===== config.mk =====
export PLATFORM = sky130hd
export DESIGN_NAME = oscillatory_phase_integral
export DESIGN_NICKNAME = d
export VERILOG_FILES = /design/src/design/opi_pkg.sv /design/src/design/opi_ctrl.sv /design/src/design/opi_dp.sv /design/src/design/oscillatory_phase_integral.sv
export SDC_FILE = /design/constraint.sdc
export NUM_CORES = 2
export LEC_CHECK = 0
export BUFFER_PORTS_ARGS = -buffer_cell sky130_fd_sc_hd__buf_2
export CORE_MARGIN = 10
export CORE_UTILIZATION = 66
export DETAILED_ROUTE_END_ITERATION = 16
export PLACE_DENSITY_LB_ADDON = 0.2
export SLEW_MARGIN = 10
export SYNTH_ARGS = -nofsm -noshare
export SYNTH_HDL_FRONTEND = slang
export SYNTH_SLANG_ARGS = --single-unit

===== constraint.sdc =====
create_clock -name clk -period 31.6 [get_ports clk]
set_clock_uncertainty 0.1 [all_clocks]
set_input_delay 6.32 -clock clk [delete_from_list [all_inputs] [get_ports clk]]
set_output_delay 6.32 -clock clk [all_outputs]
set_load 0.01 [all_outputs]

===== src/design/opi_pkg.sv =====
// ----------------------------------------------------------------------------
// opi_pkg: shared types and constants
// Controller commands, datapath status, CORDIC table and fixed widths.
// ----------------------------------------------------------------------------
package opi_pkg;

	localparam int MAX_LOG2_POINTS = 16;
	localparam int PHASE_BITS      = 32;
	localparam int CORDIC_STEPS    = 30;
	localparam int ACC_W           = 52;
	localparam logic [4:0] K_RESET = 5'd10;
	localparam logic signed [33:0] CORDIC_GAIN = 34'sd652032874;

	typedef struct packed {
		logic init;
		logic setup;
		logic div_step;
		logic div_fix;
		logic cord_init;
		logic cord_step;
		logic accum;
		logic finish;
	} cmd_t;

	typedef struct packed {
		logic int_last;
		logic frac_last;
		logic rot_last;
		logic pt_last;
		logic kind;
		logic term2;
	} status_t;

	function automatic logic [31:0] atan_turn(input logic [4:0] j);
		logic [31:0] v;
		case (j)
			5'd0:  v = 32'h20000000;
			5'd1:  v = 32'h12E4051E;
			5'd2:  v = 32'h09FB385B;
			5'd3:  v = 32'h051111D4;
			5'd4:  v = 32'h028B0D43;
			5'd5:  v = 32'h0145D7E1;
			5'd6:  v = 32'h00A2F61E;
			5'd7:  v = 32'h00517C55;
			5'd8:  v = 32'h0028BE53;
			5'd9:  v = 32'h00145F2F;
			5'd10: v = 32'h000A2F98;
			5'd11: v = 32'h000517CC;
			5'd12: v = 32'h00028BE6;
			5'd13: v = 32'h000145F3;
			5'd14: v = 32'h0000A2F9;
			5'd15: v = 32'h0000517C;
			5'd16: v = 32'h000028BE;
			5'd17: v = 32'h0000145F;
			5'd18: v = 32'h00000A2F;
			5'd19: v = 32'h00000517;
			5'd20: v = 32'h0000028B;
			5'd21: v = 32'h00000145;
			5'd22: v = 32'h000000A2;
			5'd23: v = 32'h00000051;
			5'd24: v = 32'h00000028;
			5'd25: v = 32'h00000014;
			5'd26: v = 32'h0000000A;
			5'd27: v = 32'h00000005;
			5'd28: v = 32'h00000002;
			5'd29: v = 32'h00000001;
			default: v = 32'h00000000;
		endcase
		return v;
	endfunction

endpackage


===== src/design/opi_ctrl.sv =====
// ----------------------------------------------------------------------------
// opi_ctrl: sequencing state machine
// Walks each term of each point through division, CORDIC and accumulation.
// ----------------------------------------------------------------------------
module opi_ctrl (
	input  logic             clk,
	input  logic             arst_n,
	input  logic             start,
	input  opi_pkg::status_t st,
	output opi_pkg::cmd_t    cmd,
	output logic             busy
);
	import opi_pkg::*;

	typedef enum logic [8:0] {
		S_IDLE  = 9'b000000001,
		S_SETUP = 9'b000000010,
		S_DIV   = 9'b000000100,
		S_FIX   = 9'b000001000,
		S_FRAC  = 9'b000010000,
		S_CINIT = 9'b000100000,
		S_ROT   = 9'b001000000,
		S_ACC   = 9'b010000000,
		S_FIN   = 9'b100000000
	} state_t;

	state_t state_q, state_d;
	logic   fin;

	assign busy = (state_q != S_IDLE);

	always_comb begin
		state_d = state_q;
		cmd     = '0;
		fin     = 1'b0;
		case (state_q)
			S_IDLE: begin
				if (start) begin
					cmd.init = 1'b1;
					state_d  = S_SETUP;
				end
			end
			S_SETUP: begin
				cmd.setup = 1'b1;
				state_d   = S_DIV;
			end
			S_DIV: begin
				cmd.div_step = 1'b1;
				if (st.int_last) state_d = S_FIX;
			end
			S_FIX: begin
				cmd.div_fix = 1'b1;
				state_d     = S_FRAC;
			end
			S_FRAC: begin
				cmd.div_step = 1'b1;
				if (st.frac_last) state_d = S_CINIT;
			end
			S_CINIT: begin
				cmd.cord_init = 1'b1;
				state_d       = S_ROT;
			end
			S_ROT: begin
				cmd.cord_step = 1'b1;
				if (st.rot_last) state_d = S_ACC;
			end
			S_ACC: begin
				cmd.accum = 1'b1;
				fin = st.pt_last && !(st.kind && !st.term2);
				if (fin) begin
					state_d = S_FIN;
				end else begin
					state_d = S_SETUP;
				end
			end
			S_FIN: begin
				// round the sums once the last term has landed
				cmd.finish = 1'b1;
				state_d    = S_IDLE;
			end
			default: state_d = S_IDLE;
		endcase
	end

	always_ff @(posedge clk or negedge arst_n) begin
		if (!arst_n) state_q <= S_IDLE;
		else         state_q <= state_d;
	end

endmodule


===== src/design/opi_dp.sv =====
// ----------------------------------------------------------------------------
// opi_dp: phase, divider, CORDIC and accumulator datapath
// Executes controller commands; reports loop counters back as status.
// ----------------------------------------------------------------------------
module opi_dp (
	input  logic               clk,
	input  logic               arst_n,
	input  opi_pkg::cmd_t      cmd,
	output opi_pkg::status_t   st,
	input  logic [4:0]         k_raw,
	input  logic               kind,
	input  logic signed [15:0] row_index,
	input  logic signed [15:0] col_index,
	output logic               done,
	output logic signed [31:0] real_part,
	output logic signed [31:0] imag_part
);
	import opi_pkg::*;

	logic               kind_q, term2_q, neg_q, flip_q, done_q;
	logic signed [15:0] m_q, n_q;
	logic [4:0]         k_q, j_q;
	logic [15:0]        i_q;
	logic [31:0]        numabs_q, quo_q, lin_q;
	logic [17:0]        den_q, rem_q;
	logic [5:0]         cnt_q;
	logic signed [33:0] x_q, y_q, z_q;
	logic signed [ACC_W-1:0] re_q, im_q;
	logic signed [31:0] re_out_q, im_out_q;

	logic [4:0]         k_clamp;
	logic [16:0]        pts, op;
	logic [17:0]        den_d;
	logic signed [33:0] prod_n;
	logic signed [33:0] prod_m;
	logic [32:0]        abs_n;
	logic [18:0]        trial;
	logic               ge;
	logic [31:0]        ph;
	logic signed [33:0] zs, sx, sy, at;
	logic signed [33:0] cx, cy;
	logic signed [ACC_W-1:0] t_re, t_im, v_re, v_im;
	logic [5:0]         fsh;
	logic               second;

	assign k_clamp = (k_raw < 5'd1) ? 5'd1 :
		(k_raw > 5'(MAX_LOG2_POINTS)) ? 5'(MAX_LOG2_POINTS) : k_raw;
	assign pts    = 17'd1 << k_q;
	assign second = kind_q && term2_q;

	always_comb begin
		if (!kind_q)     op = {1'b0, i_q};
		else if (!term2_q) op = pts;
		else             op = pts - {1'b0, i_q};
		den_d  = kind_q ? ({pts, 1'b0} - {2'b0, i_q}) : ({1'b0, pts} + {2'b0, i_q});
		prod_n = 34'(n_q) * $signed({17'b0, op});
		prod_m = 34'(m_q) * $signed({18'b0, i_q});
		abs_n  = prod_n[33] ? 33'(-prod_n) : 33'(prod_n);
	end

	assign trial = {rem_q, numabs_q[31]};
	assign ge    = (trial >= {1'b0, den_q});

	assign ph = quo_q - lin_q;
	assign zs = {{2{ph[31]}}, ph};
	assign sx = x_q >>> j_q;
	assign sy = y_q >>> j_q;
	assign at = $signed({2'b0, atan_turn(j_q)});
	assign cx = flip_q ? -x_q : x_q;
	assign cy = flip_q ? -y_q : y_q;

	assign fsh  = {1'b0, k_q} + 6'd1;
	assign t_re = re_q + (ACC_W'(1) <<< k_q);
	assign t_im = im_q + (ACC_W'(1) <<< k_q);
	assign v_re = t_re >>> fsh;
	assign v_im = t_im >>> fsh;

	always_ff @(posedge clk) begin
		if (cmd.init) begin
			kind_q  <= kind;
			m_q     <= row_index;
			n_q     <= col_index;
			k_q     <= k_clamp;
			i_q     <= '0;
			term2_q <= 1'b0;
			re_q    <= '0;
			im_q    <= '0;
		end
		if (cmd.setup) begin
			numabs_q <= abs_n[31:0];
			neg_q    <= prod_n[33];
			den_q    <= den_d;
			lin_q    <= prod_m[31:0] << (6'd32 - {1'b0, k_q});
			rem_q    <= '0;
			quo_q    <= '0;
			cnt_q    <= '0;
		end
		if (cmd.div_step) begin
			numabs_q <= {numabs_q[30:0], 1'b0};
			rem_q    <= ge ? 18'(trial - {1'b0, den_q}) : trial[17:0];
			quo_q    <= {quo_q[30:0], ge};
			cnt_q    <= cnt_q + 6'd1;
		end
		if (cmd.div_fix && neg_q && (rem_q != '0)) begin
			rem_q <= den_q - rem_q;
		end
		if (cmd.cord_init) begin
			x_q <= CORDIC_GAIN;
			y_q <= '0;
			j_q <= '0;
			if (zs > 34'sd1073741824) begin
				z_q    <= zs - 34'sd2147483648;
				flip_q <= 1'b1;
			end else if (zs < -34'sd1073741824) begin
				z_q    <= zs + 34'sd2147483648;
				flip_q <= 1'b1;
			end else begin
				z_q    <= zs;
				flip_q <= 1'b0;
			end
		end
		if (cmd.cord_step) begin
			if (!z_q[33]) begin
				x_q <= x_q - sy;
				y_q <= y_q + sx;
				z_q <= z_q - at;
			end else begin
				x_q <= x_q + sy;
				y_q <= y_q - sx;
				z_q <= z_q + at;
			end
			j_q <= j_q + 5'd1;
		end
		if (cmd.accum) begin
			if (second) begin
				re_q <= re_q - ACC_W'(cx);
				im_q <= im_q - ACC_W'(cy);
			end else begin
				re_q <= re_q + ACC_W'(cx);
				im_q <= im_q + ACC_W'(cy);
			end
			// advance to the second term, or to the next point
			if (kind_q && !term2_q) begin
				term2_q <= 1'b1;
			end else begin
				term2_q <= 1'b0;
				i_q     <= i_q + 16'd1;
			end
		end
		if (cmd.finish) begin
			re_out_q <= (v_re > 52'sd2147483647) ? 32'sh7FFFFFFF :
				(v_re < -52'sd2147483648) ? 32'sh80000000 : 32'(v_re);
			im_out_q <= (v_im > 52'sd2147483647) ? 32'sh7FFFFFFF :
				(v_im < -52'sd2147483648) ? 32'sh80000000 : 32'(v_im);
		end
	end

	// strobe done in the cycle after the sums are rounded
	always_ff @(posedge clk or negedge arst_n) begin
		if (!arst_n) done_q <= 1'b0;
		else         done_q <= cmd.finish;
	end

	assign st.int_last  = (cnt_q == 6'd31);
	assign st.frac_last = (cnt_q == 6'd63);
	assign st.rot_last  = (j_q == 5'(CORDIC_STEPS - 1));
	assign st.pt_last   = ({1'b0, i_q} == (pts - 17'd1));
	assign st.kind      = kind_q;
	assign st.term2     = term2_q;

	assign done      = done_q;
	assign real_part = re_out_q;
	assign imag_part = im_out_q;

endmodule


===== src/design/oscillatory_phase_integral.sv =====
// ----------------------------------------------------------------------------
// oscillatory_phase_integral: Riemann sum of unit phasors over [0,1)
// Controller plus shared long divider and iterative CORDIC datapath.
// ----------------------------------------------------------------------------
// Sequence: after the start transfer, each point takes one term (plain) or two
//   terms (full); per term: setup, integer divide, fix, fraction divide,
//   CORDIC init and rotations, add; then the sums are rounded and done strobes.
// Throughput: one item at a time; busy stays high until the sums are rounded,
//   as the divider and CORDIC are shared across every term of every point.
// Reset: arst_n clears the state machine and the done strobe and loads k_raw_q
//   (log2 point count) with 10. Results are not held off: done lasts one cycle.
// ----------------------------------------------------------------------------
module oscillatory_phase_integral (
	input  logic               clk,
	input  logic               arst_n,
	input  logic               start,
	output logic               busy,
	input  logic               kind,
	input  logic signed [15:0] row_index,
	input  logic signed [15:0] col_index,
	output logic               done,
	output logic signed [31:0] real_part,
	output logic signed [31:0] imag_part,
	input  logic               cfg_valid,
	output logic               cfg_ready,
	input  logic [4:0]         cfg_data
);
	import opi_pkg::*;

	cmd_t       cmd;
	status_t    st;
	logic [4:0] k_raw_q;
	logic       ctrl_busy;

	// Register must be written only while idle (the block does not enforce this), so always take the transfer.
	assign cfg_ready = 1'b1;

	always_ff @(posedge clk or negedge arst_n) begin
		if (!arst_n)        k_raw_q <= K_RESET;
		else if (cfg_valid) k_raw_q <= cfg_data;
	end

	assign busy = ctrl_busy;

	// Sequencer: one term of one point at a time.
	opi_ctrl u_ctrl (
		.clk    (clk),
		.arst_n (arst_n),
		.start  (start),
		.st     (st),
		.cmd    (cmd),
		.busy   (ctrl_busy)
	);

	// Datapath: phase terms, long division, CORDIC, sums and rounding.
	opi_dp u_dp (
		.clk       (clk),
		.arst_n    (arst_n),
		.cmd       (cmd),
		.st        (st),
		.k_raw     (k_raw_q),
		.kind      (kind),
		.row_index (row_index),
		.col_index (col_index),
		.done      (done),
		.real_part (real_part),
		.imag_part (imag_part)
	);

endmodule


==> results.yml <==
run_status:
  status: "complete, no violations"
clock_network:
  cts_buffers: 67
  cts_max_path_buffers: 3
  clkTransAtPathRegs_ns: 0.07
  post-cts-setup-buffers: 0
  clock_latency_ns: 0.69
  cts.sinks: 515
  cts_tree: "done"
  cts_hold_buf: 0
  cts-root-buf: "clkbuf_16"
  htreeDepth: 3
  cts_resized: 0
timing:
  rsz0062_at_grt: "no"
  tightestPinTransition_ns: 1.31
  period_share: 0.420
  fin_crit_ns: 13.28
  max_freq_mhz: 75.3
  setup_tns_ns: 0
  drv_slew: 0
  setup_viol_count_final: 0
  final-hold-violation-count: 0
  slew-limit-headroom: 0.106
  fin_ws_ns: 18.32
worst_setup_path:
  r2r_start: "u_dp.k_q[0]"
  criticalPathCategory: "register to register"
  cp-start-kind: "register"
  worstPathArrival_ns: 13.58
  slowest_delay_ns: 0.63
  endpoint_kind: "register"
  critPathMaxFanout: 135
  rrSetupSlack_ns: 18.32
  setup.worst_path.start: "u_dp.k_q[0]"
  cp.required_ns: 31.89
  cp_slowest_cell: "o32a_1"
  crit_top_cell: "o21ai_0"
  r2r-end: "u_dp.numabs_q[25]"
  reg2regPathDepth: 47
global_routing:
  grt_overflow_total: 0
  antenna_found_initial: 3
  grt_usage: 0.360
  grt_pass1_vias: 68400
  grt_max_degree: 136
  grt_pass1_wl_um: 380000
final_layout:
  layout_common_cells: "nand2_1, nor2_1, inv_1"
  final_common_cell: "nand2_1"
  layout-drive-gt1-share: 0.0684
  fin_area_um2: 80400
  syn_to_final_growth_pct: 5.05
  finalNonFillerCells: 10800
  final_net_count: 10300
routing:
  wl_per_cell_um: 22.6
  route.detailed.drc: 0
  ant_nets: 0
  dr_wl_met2_um: 109000
  met3WireLength_um: 24700
  top_layer: "met5"
  drt-initial-drc-count: 7947
  num_vias: 71100
  wl_met1_um: 97200
  routed_wirelength_um: 243000
  drt_first_pass_iters: 6
  via_per_inst: 6.61
placed_design:
  dp_hpwl_um: 186000
  gp_congestion: 1.03
  portBuffers: 107
  detailed_place.area_um2: 78100
  place_ws_ns: 18.64
  dpl.cell_count: 10600
synthesis:
  yosysSeqAreaShare: 0.195
  synth_top_family_by_area: "adder cells"
  synth-xor-area-share: 0.0752
  yosysWarnings: 0
  syn_area_um2: 76500
  synthArstFlopShare: 0.0291
  synth_mux_area_frac: 0.0624
  syn_inst: 9391
  synth-edff-count: 453
  postSynthAreaPerCell_um2: 8.15
  yosys.area_share.simple: 0.197
  ys_types: 117
  synth-main-ff-cell: "edfxtp_1"
  synth_fp_nets: 10500
  synth_compound_area_frac: 0.193
  synthAdderAreaFrac: 0.214
  ys_ff_latch: 515
hold_path:
  hold_depth: 2
  hold_path_end: "u_dp.numabs_q[0]"
  min-delay-path-class: "register to register"
  hold_start: "u_dp.numabs_q[0]"
floorplanning:
  io_pins: 109
  core_um2: 115000
  die_height_um: 360
  start_util: 0.667
  dieArea_um2: 130000
  die_x_um: 360
  rows: 124
pwr:
  cellPowerDensity_nw_per_um2: 19.4
  p_total_mw: 1.56
  leakage_nw: 34.9
  vdd_drop_max_mv: 0.0442
run:
  drv_cap: 0
## registers in the layout, indices dropped and copies added, names as in the netlist, 30 cells and up
name	count
u_dp.x_q	34
u_dp.z_q	34
u_dp.im_q	52
u_dp.imag_part	32
u_dp.numabs_q	32
u_dp.real_part	32
u_dp.at	30
u_dp.lin_q	32
u_dp.quo_q	32
u_dp.y_q	34
u_dp.re_q	52
## worst max-delay path by stage
| stage | end | slack [ns] |
|---|---|---|
| floorplan | u_dp.numabs_q[15] | 18.24 |
| global placement | u_dp.numabs_q[27] | 18.81 |
| detailed placement | u_dp.numabs_q[7] | 18.64 |
| CTS | u_dp.numabs_q[25] | 18.52 |
| global route | u_dp.numabs_q[16] | 17.40 |
| finish | u_dp.numabs_q[25] | 18.32 |
## routing by layer
metal / track usage / vias up
met4: 0.155 / 4
li1: - / 32600
met2: 0.575 / 3712
met5: 0 / -
met3: 0.0752 / 687
met1: 0.472 / 34100
## per-stage QoR
stage	util	hold slack (ns)
finish	0.701	0.392
global route	0.701	0.427
CTS	0.701	0.401
detailed placement	0.681	0.392
global placement	0.681	0.356
floorplan	-	0.344
## cell type report
class	count	area, µm²
diodes	1	2.50
clock buffers	88	1900
clock inverters	34	400
fillers	9307	34300
inverters	785	2960
multi-input cells	7602	56900
flip-flops and latches	515	14900
well taps	1512	1890
repair buffers	217	1370
## where the power goes
| group | total, mW | switching (mW) | internal, mW |
|---|---|---|---|
| Combinational | 0.00562 | 0.00295 | 0.00263 |
| Sequential | 0.733 | 0.00178 | 0.731 |
| Clock | 0.821 | 0.343 | 0.478 |
| Total | 1.56 | 0.348 | 1.21 |
## worst max-delay path, delay by kind of cell, from the launching register on
kind | cells | cell delay [ns]
AO/OA/AOI/OAI | 23 | 5.14
XOR/XNOR | 2 | 0.30
adder cells (fa/ha/maj) | 9 | 4.10
buffers and inverters | 7 | 1.67
flip-flops | 1 | 0.41
AND/OR/NAND/NOR | 6 | 1.15
## cells by family after synthesis
logic type / after synthesis
xor+xnor: 655
other cells: 1
buf+inv: 1274
mux: 378
fa+ha+maj: 1062
simple gates: 3192
flops: 515
compound gates: 2314
## synthesized netlist by cell type (96+ instances only)
| cell | number | area, µm² |
|---|---|---|
| clkbuf_1 | 389 | 1460 |
| nor2_1 | 852 | 3200 |
| fa_1 | 415 | 8310 |
| mux2i_1 | 215 | 2150 |
| and2_1 | 334 | 2090 |
| nor3_1 | 174 | 871 |
| xnor2_1 | 378 | 3310 |
| nor2b_1 | 96 | 601 |
| nand3_1 | 195 | 976 |
| inv_1 | 777 | 2920 |
| a31oi_1 | 97 | 607 |
| o21ai_0 | 558 | 2790 |
| edfxtp_1 | 453 | 13600 |
| ha_1 | 647 | 8100 |
| a21o_1 | 160 | 1200 |
| a21oi_1 | 660 | 3300 |
| nand2b_1 | 96 | 601 |
| xor2_1 | 276 | 2420 |
| nand2_1 | 1026 | 3850 |
| o21a_1 | 97 | 728 |
No activity file was read; power rests on OpenSTA's default activity.
